<file path="config.mk">
export PLATFORM = sky130hd
export DESIGN_NAME = dithered_gradient_palette_pick
export DESIGN_NICKNAME = d
export VERILOG_FILES = /design/src/rtl/dgpp_pkg.sv /design/src/rtl/dgpp_ram.sv /design/src/rtl/dgpp_quant.sv /design/src/rtl/dgpp_pick.sv /design/src/rtl/dithered_gradient_palette_pick.sv
export VERILOG_INCLUDE_DIRS = /design/src /design/src/rtl
export SDC_FILE = /design/constraint.sdc
export NUM_CORES = 2
export LEC_CHECK = 0
export BUFFER_PORTS_ARGS = -buffer_cell sky130_fd_sc_hd__buf_2
export CAP_MARGIN = 25
export CORE_MARGIN = 2
export CORE_UTILIZATION = 55
export CTS_CLUSTER_DIAMETER = 200
export CTS_CLUSTER_SIZE = 40
export DETAILED_ROUTE_END_ITERATION = 16
export MAX_ROUTING_LAYER = met4
export PLACE_DENSITY = 0.76
export SYNTH_ARGS = -nofsm -noshare
export SYNTH_HDL_FRONTEND = slang
export SYNTH_SLANG_ARGS = --single-unit
</file>
<file path="constraint.sdc">
create_clock -name clk -period 14.4 [get_ports clk]
set_clock_uncertainty 0.15 [all_clocks]
set_input_delay 1.44 -clock clk [delete_from_list [all_inputs] [get_ports clk]]
set_output_delay 1.44 -clock clk [all_outputs]
set_load 0.03 [all_outputs]
</file>
<file path="src/rtl/assert_macros.svh">
// ----------------------------------------------------------------------------
// Assertion macros
// Concurrent assertion wrappers clocked on clk and disabled during arst_n.
// ----------------------------------------------------------------------------
`ifndef ASSERT_MACROS_SVH
`define ASSERT_MACROS_SVH
`ifndef ASSERT_OFF
// Implication or plain property that must hold at every edge out of reset.
`define ASSERT_CLK(label, prop, msg) \
	label: assert property (@(posedge clk) disable iff (!arst_n) prop) else $error(msg);
// Condition that must never be true out of reset.
`define ASSERT_NEVER(label, expr, msg) \
	label: assert property (@(posedge clk) disable iff (!arst_n) !(expr)) else $error(msg);
`else
`define ASSERT_CLK(label, prop, msg)
`define ASSERT_NEVER(label, expr, msg)
`endif
`endif

</file>
<file path="src/rtl/dgpp_pkg.sv">
// ----------------------------------------------------------------------------
// Dithered gradient palette pick package
// Widths, codes, transaction structs, reciprocal tables and dither patterns.
// ----------------------------------------------------------------------------
package dgpp_pkg;

	localparam int DEFAULT_PALETTE_DEPTH = 16;
	localparam int SHADE_LEVELS          = 15;
	localparam int MIN_COLORS            = 2;

	localparam int COORD_W    = 16;
	localparam int DIST_W     = 24;
	localparam int COLOR_W    = 24;
	localparam int SLOT_W     = 4;
	localparam int CNT_W      = 5;
	localparam int STEP_W     = 4;
	localparam int CFG_IDX_W  = 2;
	localparam int CFG_DATA_W = 5;

	// Datapath widths, sized from the largest distance and colour count
	localparam int NUM_W     = 33;
	localparam int FRAC_W    = 16;
	localparam int RND_SHIFT = 15;
	localparam int T_W       = 17;
	localparam int M_W       = 17;
	localparam int IDX_W     = 13;
	localparam int LVL_W     = 4;

	// Reciprocal of the level step: floor(2^18 / step)
	localparam int STEP_RCP_K = 18;
	localparam int STEP_RCP_W = 19;
	// Reciprocal of fifteen: ceil(2^21 / 15), exact for the whole range of m
	localparam int INV15_K = 21;
	localparam int INV15_W = 18;
	localparam logic [INV15_W-1:0] INV15 = 18'd139811;
	localparam int P_W = M_W + INV15_W;
	// Reciprocal of the wrap length: floor(2^13 / d)
	localparam int WRAP_RCP_K = 13;
	localparam int WRAP_RCP_W = 14;

	localparam logic [CNT_W-1:0]  RESET_COLOR_COUNT = 5'd2;
	localparam logic [STEP_W-1:0] RESET_LEVEL_STEP  = 4'd1;
	localparam logic              RESET_REPEAT_MODE = 1'b0;

	localparam logic [CFG_IDX_W-1:0] REG_COLOR_COUNT = 2'd0;
	localparam logic [CFG_IDX_W-1:0] REG_LEVEL_STEP  = 2'd1;
	localparam logic [CFG_IDX_W-1:0] REG_REPEAT_MODE = 2'd2;

	typedef enum logic {
		CMD_LOAD  = 1'b0,
		CMD_SHADE = 1'b1
	} cmd_t;

	typedef struct packed {
		logic [CNT_W-1:0]  n;
		logic [CNT_W-1:0]  n_m1;
		logic [STEP_W-1:0] step;
		logic              rep;
	} cfg_t;

	typedef struct packed {
		cmd_t               cmd;
		logic [2:0]         x3;
		logic [2:0]         y3;
		logic [SLOT_W-1:0]  slot;
		logic [COLOR_W-1:0] rgb;
	} item_t;

	typedef struct packed {
		item_t          item;
		logic [M_W-1:0] m;
		logic [P_W-1:0] p;
	} quant_t;

	typedef struct packed {
		cmd_t               cmd;
		logic [CNT_W-1:0]   pick;
		logic [SLOT_W-1:0]  slot;
		logic [COLOR_W-1:0] rgb;
	} ram_req_t;

	localparam logic [STEP_RCP_W-1:0] STEP_RCP [16] = '{
		19'd0,      19'd262144, 19'd131072, 19'd87381,
		19'd65536,  19'd52428,  19'd43690,  19'd37449,
		19'd32768,  19'd29127,  19'd26214,  19'd23831,
		19'd21845,  19'd20164,  19'd18724,  19'd17476
	};

	localparam logic [WRAP_RCP_W-1:0] WRAP_RCP [32] = '{
		14'd0,    14'd8192, 14'd4096, 14'd2730, 14'd2048, 14'd1638, 14'd1365, 14'd1170,
		14'd1024, 14'd910,  14'd819,  14'd744,  14'd682,  14'd630,  14'd585,  14'd546,
		14'd512,  14'd481,  14'd455,  14'd431,  14'd409,  14'd390,  14'd372,  14'd356,
		14'd341,  14'd327,  14'd315,  14'd303,  14'd292,  14'd282,  14'd273,  14'd0
	};

	function automatic logic base_pattern(input logic [2:0] x8, input logic [2:0] y8,
	                                      input logic [LVL_W-1:0] lvl);
		logic [1:0] x4;
		logic [1:0] y4;
		logic       hit;
		x4 = x8[1:0];
		y4 = y8[1:0];
		case (lvl)
			4'd1: hit = (x8 == 3'd0 && y8 == 3'd0) || (x8 == 3'd4 && y8 == 3'd4);
			4'd2: hit = (x8 == 3'd0 && (y8 inside {3'd2, 3'd6})) ||
			            (x8 == 3'd4 && (y8 inside {3'd0, 3'd4}));
			4'd3: hit = (x4 == 2'd0 && y4 == 2'd0) || (x4 == 2'd2 && y4 == 2'd2);
			4'd4: hit = (x4 == 2'd0 && (y4 inside {2'd1, 2'd3})) ||
			            (x4 == 2'd2 && (y4 inside {2'd0, 2'd2}));
			4'd5: hit = (x4 == y4) || (({1'b0, x4} + {1'b0, y4}) == 3'd4);
			4'd6: hit = (x8[0] == y8[0]) && !(x8 == 3'd1 && y8 == 3'd5) &&
			            !(x8 == 3'd5 && y8 == 3'd1);
			4'd7: hit = (x8[0] == y8[0]);
			default: hit = 1'b0;
		endcase
		return hit;
	endfunction

	// Upper levels mirror the lower ones, inverted and shifted one column
	function automatic logic shade_on(input logic [2:0] x8, input logic [2:0] y8,
	                                  input logic [LVL_W-1:0] lvl);
		logic hit;
		if (lvl <= 4'd7) begin
			hit = base_pattern(x8, y8, lvl);
		end else begin
			hit = !base_pattern(x8 + 3'd1, y8, LVL_W'(SHADE_LEVELS - 1) - lvl);
		end
		return hit;
	endfunction

endpackage

</file>
<file path="src/rtl/dgpp_ram.sv">
// ----------------------------------------------------------------------------
// Generic RAM
// One write port, one read port, read data registered and held when idle.
// ----------------------------------------------------------------------------
module dgpp_ram #(
	parameter int WIDTH = 24,
	parameter int DEPTH = 16
) (
	input  logic                     clk,
	input  logic                     we,
	input  logic [$clog2(DEPTH)-1:0] waddr,
	input  logic [WIDTH-1:0]         wdata,
	input  logic                     re,
	input  logic [$clog2(DEPTH)-1:0] raddr,
	output logic [WIDTH-1:0]         rdata
);

	logic [WIDTH-1:0] mem_q [DEPTH];
	logic [WIDTH-1:0] rdata_q;

	always_ff @(posedge clk) begin
		if (we) begin
			mem_q[waddr] <= wdata;
		end
		if (re) begin
			rdata_q <= mem_q[raddr];
		end
	end

	assign rdata = rdata_q;

endmodule

</file>
<file path="src/rtl/dgpp_quant.sv">
// ----------------------------------------------------------------------------
// Level quantizer
// Scale the distance, round by the level step and form m with its /15 product.
// ----------------------------------------------------------------------------
`include "assert_macros.svh"

module dgpp_quant (
	input  logic                           clk,
	input  logic                           arst_n,
	input  dgpp_pkg::cfg_t                 cfg,
	input  logic                           in_valid,
	output logic                           in_ready,
	input  dgpp_pkg::item_t                in_item,
	input  logic [dgpp_pkg::DIST_W-1:0]    in_dist,
	output logic                           out_valid,
	input  logic                           out_ready,
	output dgpp_pkg::quant_t               out_q
);

	localparam int KW    = dgpp_pkg::CNT_W + 4;
	localparam int EST_W = dgpp_pkg::T_W + dgpp_pkg::STEP_RCP_W;

	logic valid_s1, valid_s2, valid_s3, valid_s4, valid_s5;
	logic ld_s1, ld_s2, ld_s3, ld_s4, ld_s5;

	dgpp_pkg::item_t item_s1, item_s2, item_s3, item_s4, item_s5;

	logic [dgpp_pkg::NUM_W-1:0] num_s1;
	logic [dgpp_pkg::T_W-1:0]   t_s2;
	logic [EST_W-1:0]           est_s2;
	logic [dgpp_pkg::T_W-1:0]   q_s3;
	logic [dgpp_pkg::M_W-1:0]   m_s4, m_s5;
	logic [dgpp_pkg::P_W-1:0]   p_s5;

	logic [KW-1:0]              k1;
	logic [dgpp_pkg::NUM_W-1:0] num1;
	logic [dgpp_pkg::NUM_W-1:0] sum2;
	logic [dgpp_pkg::T_W-1:0]   t2;
	logic [EST_W-1:0]           est2;
	logic [dgpp_pkg::T_W-1:0]   st_ext;
	logic [dgpp_pkg::T_W-1:0]   q0_3, prod3, r3, q3;
	logic [dgpp_pkg::M_W-1:0]   m4;
	logic [dgpp_pkg::P_W-1:0]   p5;

	// Collapse bubbles: a stage loads when empty or when it drains
	assign ld_s5    = !valid_s5 || out_ready;
	assign ld_s4    = !valid_s4 || ld_s5;
	assign ld_s3    = !valid_s3 || ld_s4;
	assign ld_s2    = !valid_s2 || ld_s3;
	assign ld_s1    = !valid_s1 || ld_s2;
	assign in_ready = ld_s1;

	assign st_ext = {{(dgpp_pkg::T_W - dgpp_pkg::STEP_W){1'b0}}, cfg.step};

	always_comb begin
		k1   = {cfg.n_m1, 4'b0000} - {4'b0000, cfg.n_m1};
		num1 = {{(dgpp_pkg::NUM_W - dgpp_pkg::DIST_W){1'b0}}, in_dist} *
		       {{(dgpp_pkg::NUM_W - KW){1'b0}}, k1};
		sum2 = num_s1 + (dgpp_pkg::NUM_W'(cfg.step) << dgpp_pkg::RND_SHIFT);
		t2   = sum2[dgpp_pkg::NUM_W-1:dgpp_pkg::FRAC_W];
		est2 = {{dgpp_pkg::STEP_RCP_W{1'b0}}, t2} *
		       {{dgpp_pkg::T_W{1'b0}}, dgpp_pkg::STEP_RCP[cfg.step]};
		q0_3  = est_s2[dgpp_pkg::STEP_RCP_K +: dgpp_pkg::T_W];
		prod3 = q0_3 * st_ext;
		r3    = t_s2 - prod3;
		q3    = q0_3 + dgpp_pkg::T_W'(r3 >= st_ext);
		m4    = q_s3 * st_ext;
		p5    = {{dgpp_pkg::INV15_W{1'b0}}, m_s4} *
		        {{dgpp_pkg::M_W{1'b0}}, dgpp_pkg::INV15};
	end

	always_ff @(posedge clk or negedge arst_n) begin
		if (!arst_n) begin
			valid_s1 <= 1'b0;
			valid_s2 <= 1'b0;
			valid_s3 <= 1'b0;
			valid_s4 <= 1'b0;
			valid_s5 <= 1'b0;
		end else begin
			if (ld_s1) valid_s1 <= in_valid;
			if (ld_s2) valid_s2 <= valid_s1;
			if (ld_s3) valid_s3 <= valid_s2;
			if (ld_s4) valid_s4 <= valid_s3;
			if (ld_s5) valid_s5 <= valid_s4;
		end
	end

	always_ff @(posedge clk) begin
		if (ld_s1) begin
			item_s1 <= in_item;
			num_s1  <= num1;
		end
		if (ld_s2) begin
			item_s2 <= item_s1;
			t_s2    <= t2;
			est_s2  <= est2;
		end
		if (ld_s3) begin
			item_s3 <= item_s2;
			q_s3    <= q3;
		end
		if (ld_s4) begin
			item_s4 <= item_s3;
			m_s4    <= m4;
		end
		if (ld_s5) begin
			item_s5 <= item_s4;
			m_s5    <= m_s4;
			p_s5    <= p5;
		end
	end

	assign out_valid  = valid_s5;
	assign out_q.item = item_s5;
	assign out_q.m    = m_s5;
	assign out_q.p    = p_s5;

	// The step reciprocal may undershoot the quotient by one, never more
	`ASSERT_CLK(a_step_quot_err, valid_s2 |-> (r3 < (st_ext << 1)), "step quotient off by more than one")

endmodule

</file>
<file path="src/rtl/dgpp_pick.sv">
// ----------------------------------------------------------------------------
// Palette index picker
// Split m into index and shade level, apply the dither, then wrap or clamp.
// ----------------------------------------------------------------------------
`include "assert_macros.svh"

module dgpp_pick (
	input  logic                clk,
	input  logic                arst_n,
	input  dgpp_pkg::cfg_t      cfg,
	input  logic                in_valid,
	output logic                in_ready,
	input  dgpp_pkg::quant_t    in_q,
	output logic                out_valid,
	input  logic                out_ready,
	output dgpp_pkg::ram_req_t  out_req
);

	localparam int EST_W = dgpp_pkg::IDX_W + dgpp_pkg::WRAP_RCP_W;

	logic valid_s6, valid_s7;
	logic ld_s6, ld_s7;

	dgpp_pkg::item_t            item_s6;
	logic [dgpp_pkg::IDX_W-1:0] idx_s6;
	logic                       shade_s6;
	logic [EST_W-1:0]           est_s6;
	dgpp_pkg::ram_req_t         req_s7;

	logic [dgpp_pkg::IDX_W-1:0] idx6;
	logic [dgpp_pkg::M_W-1:0]   lvl_full6;
	logic [dgpp_pkg::LVL_W-1:0] lvl6;
	logic                       shade6;
	logic [EST_W-1:0]           est6;

	logic [dgpp_pkg::IDX_W-1:0] d7, q0_7, prod7, r7, rem7;
	logic [dgpp_pkg::IDX_W:0]   next7;
	logic [dgpp_pkg::CNT_W-1:0] pick7;

	assign ld_s7    = !valid_s7 || out_ready;
	assign ld_s6    = !valid_s6 || ld_s7;
	assign in_ready = ld_s6;

	always_comb begin
		idx6      = in_q.p[dgpp_pkg::INV15_K +: dgpp_pkg::IDX_W];
		lvl_full6 = in_q.m - dgpp_pkg::M_W'(idx6) * dgpp_pkg::M_W'(dgpp_pkg::SHADE_LEVELS);
		lvl6      = lvl_full6[dgpp_pkg::LVL_W-1:0];
		shade6    = dgpp_pkg::shade_on(in_q.item.x3, in_q.item.y3, lvl6);
		est6      = {{dgpp_pkg::WRAP_RCP_W{1'b0}}, idx6} *
		            {{dgpp_pkg::IDX_W{1'b0}}, dgpp_pkg::WRAP_RCP[cfg.n_m1]};
	end

	// Wrap remainder: reciprocal estimate, then one correction
	always_comb begin
		d7    = {{(dgpp_pkg::IDX_W - dgpp_pkg::CNT_W){1'b0}}, cfg.n_m1};
		q0_7  = est_s6[dgpp_pkg::WRAP_RCP_K +: dgpp_pkg::IDX_W];
		prod7 = q0_7 * d7;
		r7    = idx_s6 - prod7;
		rem7  = (r7 >= d7) ? (r7 - d7) : r7;
		next7 = {1'b0, idx_s6} + (dgpp_pkg::IDX_W + 1)'(1);
		if (cfg.rep) begin
			pick7 = dgpp_pkg::CNT_W'(rem7) + dgpp_pkg::CNT_W'(shade_s6);
		end else if (next7 >= {{(dgpp_pkg::IDX_W + 1 - dgpp_pkg::CNT_W){1'b0}}, cfg.n}) begin
			pick7 = cfg.n_m1;
		end else begin
			pick7 = dgpp_pkg::CNT_W'(idx_s6) + dgpp_pkg::CNT_W'(shade_s6);
		end
	end

	always_ff @(posedge clk or negedge arst_n) begin
		if (!arst_n) begin
			valid_s6 <= 1'b0;
			valid_s7 <= 1'b0;
		end else begin
			if (ld_s6) valid_s6 <= in_valid;
			if (ld_s7) valid_s7 <= valid_s6;
		end
	end

	always_ff @(posedge clk) begin
		if (ld_s6) begin
			item_s6  <= in_q.item;
			idx_s6   <= idx6;
			shade_s6 <= shade6;
			est_s6   <= est6;
		end
		if (ld_s7) begin
			req_s7.cmd  <= item_s6.cmd;
			req_s7.pick <= pick7;
			req_s7.slot <= item_s6.slot;
			req_s7.rgb  <= item_s6.rgb;
		end
	end

	assign out_valid = valid_s7;
	assign out_req   = req_s7;

	`ASSERT_CLK(a_level_range, in_valid |-> (lvl_full6 < dgpp_pkg::M_W'(dgpp_pkg::SHADE_LEVELS)), "shade level out of range")
	`ASSERT_NEVER(a_pick_range, valid_s7 && req_s7.cmd == dgpp_pkg::CMD_SHADE && req_s7.pick >= cfg.n, "palette pick past colour count")

endmodule

</file>
<file path="src/rtl/dithered_gradient_palette_pick.sv">
// ----------------------------------------------------------------------------
// Dithered gradient palette pick
// Maps a pixel's normalized gradient distance (unsigned Q8.16) to an RGB888
// palette colour, ordered-dithering between neighbouring palette entries on
// fifteen shade levels. A transaction with command 0 loads entry_color into
// palette slot entry_index and returns nothing; command 1 shades the pixel
// at (pixel_x, pixel_y) and returns one colour. One transaction is taken
// every clock while results are not stalled; a shade result passes through
// seven arithmetic stages (scale, step reciprocal, step correction, rescale,
// divide by fifteen, level and wrap reciprocal, wrap correction and pick)
// and then the registered read of the palette RAM. Loads write the RAM at the
// same point where shades read it, so results follow transaction order.
// Results stall in place when out_ready is low; bubbles still absorb new
// transactions. Read only palette entries that were loaded. Write the
// configuration registers only while no transaction is in flight.
// ----------------------------------------------------------------------------
`include "assert_macros.svh"

module dithered_gradient_palette_pick #(
	parameter int PALETTE_DEPTH = dgpp_pkg::DEFAULT_PALETTE_DEPTH
) (
	input  logic                               clk,
	input  logic                               arst_n,
	// configuration write port
	input  logic                               cfg_we,
	input  logic [dgpp_pkg::CFG_IDX_W-1:0]     cfg_index,
	input  logic [dgpp_pkg::CFG_DATA_W-1:0]    cfg_wdata,
	// input channel
	input  logic                               in_valid,
	output logic                               in_ready,
	input  logic                               command,
	input  logic [dgpp_pkg::COORD_W-1:0]       pixel_x,
	input  logic [dgpp_pkg::COORD_W-1:0]       pixel_y,
	input  logic [dgpp_pkg::DIST_W-1:0]        distance,
	input  logic [dgpp_pkg::SLOT_W-1:0]        entry_index,
	input  logic [dgpp_pkg::COLOR_W-1:0]       entry_color,
	// result channel
	output logic                               out_valid,
	input  logic                               out_ready,
	output logic [dgpp_pkg::COLOR_W-1:0]       color
);

	localparam int ADDR_W = $clog2(PALETTE_DEPTH);

	logic [dgpp_pkg::CNT_W-1:0]  color_count_q;
	logic [dgpp_pkg::STEP_W-1:0] level_step_q;
	logic                        repeat_mode_q;

	dgpp_pkg::cfg_t     cfg;
	dgpp_pkg::item_t    in_item;
	dgpp_pkg::quant_t   quant;
	dgpp_pkg::ram_req_t req;

	logic quant_valid, quant_ready;
	logic req_valid, req_ready;
	logic valid_s8, ld_s8;
	logic slot_ok;
	logic ram_we, ram_re;

	// Configuration registers; unknown indexes drop the write
	always_ff @(posedge clk or negedge arst_n) begin
		if (!arst_n) begin
			color_count_q <= dgpp_pkg::RESET_COLOR_COUNT;
			level_step_q  <= dgpp_pkg::RESET_LEVEL_STEP;
			repeat_mode_q <= dgpp_pkg::RESET_REPEAT_MODE;
		end else if (cfg_we) begin
			case (cfg_index)
				dgpp_pkg::REG_COLOR_COUNT: color_count_q <= cfg_wdata;
				dgpp_pkg::REG_LEVEL_STEP:  level_step_q  <= cfg_wdata[dgpp_pkg::STEP_W-1:0];
				dgpp_pkg::REG_REPEAT_MODE: repeat_mode_q <= cfg_wdata[0];
				default: ;
			endcase
		end
	end

	// Saturate the colour count into [2, depth] and treat a zero step as one
	always_comb begin
		if (color_count_q < dgpp_pkg::CNT_W'(dgpp_pkg::MIN_COLORS)) begin
			cfg.n = dgpp_pkg::CNT_W'(dgpp_pkg::MIN_COLORS);
		end else if (32'(color_count_q) > PALETTE_DEPTH) begin
			cfg.n = dgpp_pkg::CNT_W'(PALETTE_DEPTH);
		end else begin
			cfg.n = color_count_q;
		end
		cfg.n_m1 = cfg.n - dgpp_pkg::CNT_W'(1);
		cfg.step = (level_step_q == '0) ? dgpp_pkg::STEP_W'(1) : level_step_q;
		cfg.rep  = repeat_mode_q;
	end

	// Only the low three coordinate bits matter to the 8x8 and 4x4 patterns
	always_comb begin
		in_item.cmd  = dgpp_pkg::cmd_t'(command);
		in_item.x3   = pixel_x[2:0];
		in_item.y3   = pixel_y[2:0];
		in_item.slot = entry_index;
		in_item.rgb  = entry_color;
	end

	dgpp_quant u_quant (
		.clk       (clk),
		.arst_n    (arst_n),
		.cfg       (cfg),
		.in_valid  (in_valid),
		.in_ready  (in_ready),
		.in_item   (in_item),
		.in_dist   (distance),
		.out_valid (quant_valid),
		.out_ready (quant_ready),
		.out_q     (quant)
	);

	dgpp_pick u_pick (
		.clk       (clk),
		.arst_n    (arst_n),
		.cfg       (cfg),
		.in_valid  (quant_valid),
		.in_ready  (quant_ready),
		.in_q      (quant),
		.out_valid (req_valid),
		.out_ready (req_ready),
		.out_req   (req)
	);

	// RAM access stage: loads retire here, shades move into the read register
	assign slot_ok   = {{(32 - dgpp_pkg::SLOT_W){1'b0}}, req.slot} < 32'(PALETTE_DEPTH);
	assign ld_s8     = !valid_s8 || out_ready;
	assign req_ready = (req.cmd == dgpp_pkg::CMD_LOAD) || ld_s8;
	assign ram_we    = req_valid && (req.cmd == dgpp_pkg::CMD_LOAD) && slot_ok;
	assign ram_re    = req_valid && (req.cmd == dgpp_pkg::CMD_SHADE) && ld_s8;

	dgpp_ram #(
		.WIDTH (dgpp_pkg::COLOR_W),
		.DEPTH (PALETTE_DEPTH)
	) u_palette (
		.clk   (clk),
		.we    (ram_we),
		.waddr (ADDR_W'(req.slot)),
		.wdata (req.rgb),
		.re    (ram_re),
		.raddr (ADDR_W'(req.pick)),
		.rdata (color)
	);

	// Hold the read data as the result until the transaction is taken
	always_ff @(posedge clk or negedge arst_n) begin
		if (!arst_n) begin
			valid_s8 <= 1'b0;
		end else if (ld_s8) begin
			valid_s8 <= req_valid && (req.cmd == dgpp_pkg::CMD_SHADE);
		end
	end

	assign out_valid = valid_s8;

	`ASSERT_CLK(a_read_gives_result, ram_re |=> valid_s8, "palette read did not produce a result")
	`ASSERT_NEVER(a_load_past_depth, ram_we && !slot_ok, "palette write outside depth")

endmodule
</file>
==> qor.yml <==
syn_area_per_cell_um2: 12.1
finalSetupViolCount: 0
status: "finished clean"
rrSetupSlack_ns: 4.14
vias_per_cell: 5.69
ys_seq_area_share_pct: 39.8
rr_worst_depth: 35
cp-start-kind: "register"
drv_cap: 0
ys_warn_count: 0
timing.rr.start: "level_step_q[3]$_DFFE_PN0P_"
endpoint_kind: "register"
endpoint: "u_quant.est_s2[34]$_DFFE_PP_"
cts.reportedPaths.clkPinSlew_ns: 0.14
hold_path.class: "reg -> reg"
syn-num-nets: 6152
critical_path_class: "reg -> reg"
r2r-end: "u_quant.est_s2[34]$_DFFE_PP_"
synth_fa_ha_area_share_pct: 32.2
post_cts_buffers: 0
cpMostUsedCell: "fa_1"
synth-seq-cells: 793
num_vias: 36400
rsz0062_at_grt: "no"
clock_sinks: 793
netlist_instances: 4929
crit_family: "adder cells"
die_x_um: 333
cts_buffer_depth: 3
crit_fanout: 53
drt_iter0_markers: 3138
path_buf_inv: 7
place_ws_ns: 4.20
io_pins: 123
grt_pass1_wl_um: 210000
cts_resized: 0
arrival_ns: 10.52
yosys.area_share.simple_pct: 9.92
synth.area.mux_share_pct: 4.95
synthArstFlopShare_pct: 2.27
hold_buffers: 0
hold_viol_final: 0
first_pass_iters: 6
crit_slowest_cell: "or3_1"
crit_required_ns: 14.67
synth_top_family_by_area: "adder cells"
tightest_slew_ns: 1.13
setup_ws_ns: 4.14
totalWireLength_um: 132000
io_buffers: 96
max_stage_delay_ns: 0.75
wl_per_cell_um: 20.6
min_period_over_period_pct: 71.2
antenna_found_initial: 1
cts_root_buffer: "clkbuf_16"
dieHeight_um: 333
finalSetupTns_ns: 0
grt_pass1_vias: 37700
numCtsBuffers: 23
dpl.hpwl_um: 93200
maxSlewViolCount: 0
core-area_mm2: 0.107
grt_overflow: 0
synth_cell_types: 74
nFillCells: 8422
dpl.cell_count: 6354
nNetsFinal: 6201
tritoncts: "yes"
drc_errors: 0
synth-compound-area-share_pct: 3.95
relSlewSlack_pct: 24.0
area_growth_pct: 5.14
path_depth: 35
place.gp.congestion: 0.933
dieArea_mm2: 0.111
fmax_ghz: 0.0975
period_minus_slack_ns: 10.26
drive_above_1_share_pct: 7.67
synth_flop_cell: "edfxtp_1"
synth_area_mm2: 0.0597
grt_max_degree: 97
h-tree-depth: 1
synth-edff-count: 775
start_util_pct: 55.6
ant_nets: 0
track_usage_pct: 24.9
clock_latency_ns: 0.63
hold_depth: 0
fp-row-count: 120
crit_start: "level_step_q[3]$_DFFE_PN0P_"
postLayoutCoreUtil_pct: 58.4
final_cell_count_no_fill: 6398
synth-xor-area-share_pct: 2.59
cell usage in the layout (no fill, tap or decap), types with 13 or more instances in the layout:
cell,synthesis,final
a21o_1,33,33
a21oi_1,104,103
a31oi_1,18,18
and2_1,260,260
and3_1,26,26
buf_2,3,96
buf_4,0,74
clkbuf_1,128,16
clkbuf_16,0,23
dfrtp_1,16,15
edfxtp_1,775,775
fa_1,680,680
ha_1,446,446
inv_1,900,898
mux2_2,15,15
mux4_2,120,120
nand2_1,578,576
nand2b_1,52,52
nand3_1,41,38
nor2_1,201,188
nor2_2,0,13
nor2b_1,21,21
nor3_1,38,34
o21a_1,18,18
o21ai_0,88,87
xnor2_1,128,128
xor2_1,43,43
cell usage after synthesis (all sizes together), types with 7 or more instances:
master  instances  area (µm²)
fa            680       13600
and2          260        1630
a211oi         13        97.6
o21bai         12        90.1
inv           901        3380
nand4          10        62.6
clkinv          8        30.0
mux2i           8        80.1
a221oi          7        67.6
o31ai           8        60.1
nand2b         52         325
nor3           38         190
xor2           43         377
clkbuf        129         485
nor2          201         754
a31oi          18         113
o211ai          8        60.1
or2             7        43.8
mux4          120        2700
and3           26         163
dfrtp          16         400
nand3          41         205
a21o           33         248
edfxtp        775       23300
o21a           18         135
xnor2         128        1120
mux2           15         169
o21ai          93         465
buf            20        86.3
ha            446        5580
a21oi         104         521
nand2         578        2170
nor2b          21         131
per-stage QoR:
stage,hold WS [ns],instance area (µm²)
finish,0.276,62700
global route,0.284,62700
CTS,0.280,62700
floorplan,0.250,59700
detailed placement,0.255,62000
global placement,0.251,62000
kinds of logic (layout without fill, tap and decap cells):
family | Yosys count | count (layout)
and+or+nand+nor | 1266 | 1266
adders and majority gates | 1126 | 1126
buffers and inverters | 1058 | 1123
DFF | 793 | 793
AOI/OAI and AO/OA | 370 | 370
xor gates and xnor gates | 173 | 173
muxes | 143 | 143
other | 0 | 1
how the worst min path moves through the flow:
stage | from | end | slack, ns
final | u_quant.out_q[60]$_DFFE_PP_ | u_pick.item_s6[8]$_DFFE_PP_ | 0.28
after global routing | u_quant.out_q[60]$_DFFE_PP_ | u_pick.item_s6[8]$_DFFE_PP_ | 0.28
after CTS | u_quant.out_q[73]$_DFFE_PP_ | u_pick.item_s6[21]$_DFFE_PP_ | 0.28
after detailed placement | u_quant.out_q[67]$_DFFE_PP_ | u_pick.item_s6[15]$_DFFE_PP_ | 0.25
after global placement | u_quant.item_s1[22]$_DFFE_PP_ | u_quant.item_s2[22]$_DFFE_PP_ | 0.25
after floorplan | u_quant.out_q[52]$_DFFE_PP_ | u_pick.item_s6[0]$_DFFE_PP_ | 0.25
metal layers:
layer / global-route usage, % / routed length [µm] / up-vias
met5: - / 0 / -
met4: 5.75 / 3450 / 0
met3: 2.34 / 8960 / 207
met2: 41.2 / 65400 / 1337
met1: 33.8 / 53700 / 18600
li1: - / - / 16200
state kept, by name, summed over array words and instances (netlist names), 18 cells and up:
signal           flops
u_palette.mem_q    384
u_palette.rdata     24
u_pick.item_s6      29
u_pick.out_req      33
u_quant.item_s1     35
u_quant.item_s2     35
u_quant.item_s3     35
u_quant.item_s4     35
u_quant.num_s1      18
u_quant.out_q       35
cell type report:
cell class,count,area [µm²],share of cell area [%]
diodes,1,2.50,0.00399
well taps,1403,1760,2.80
clock inverters,2,28.8,0.0459
flip-flops and latches,793,23700,37.8
repair buffers,173,1110,1.77
multi-input cells,3078,32100,51.1
inverters,909,3410,5.44
clock buffers,39,636,1.01
Power is left out: the tool's default activity adds up to more than one toggle a clock period on the data nets, which glitch-free logic cannot reach.
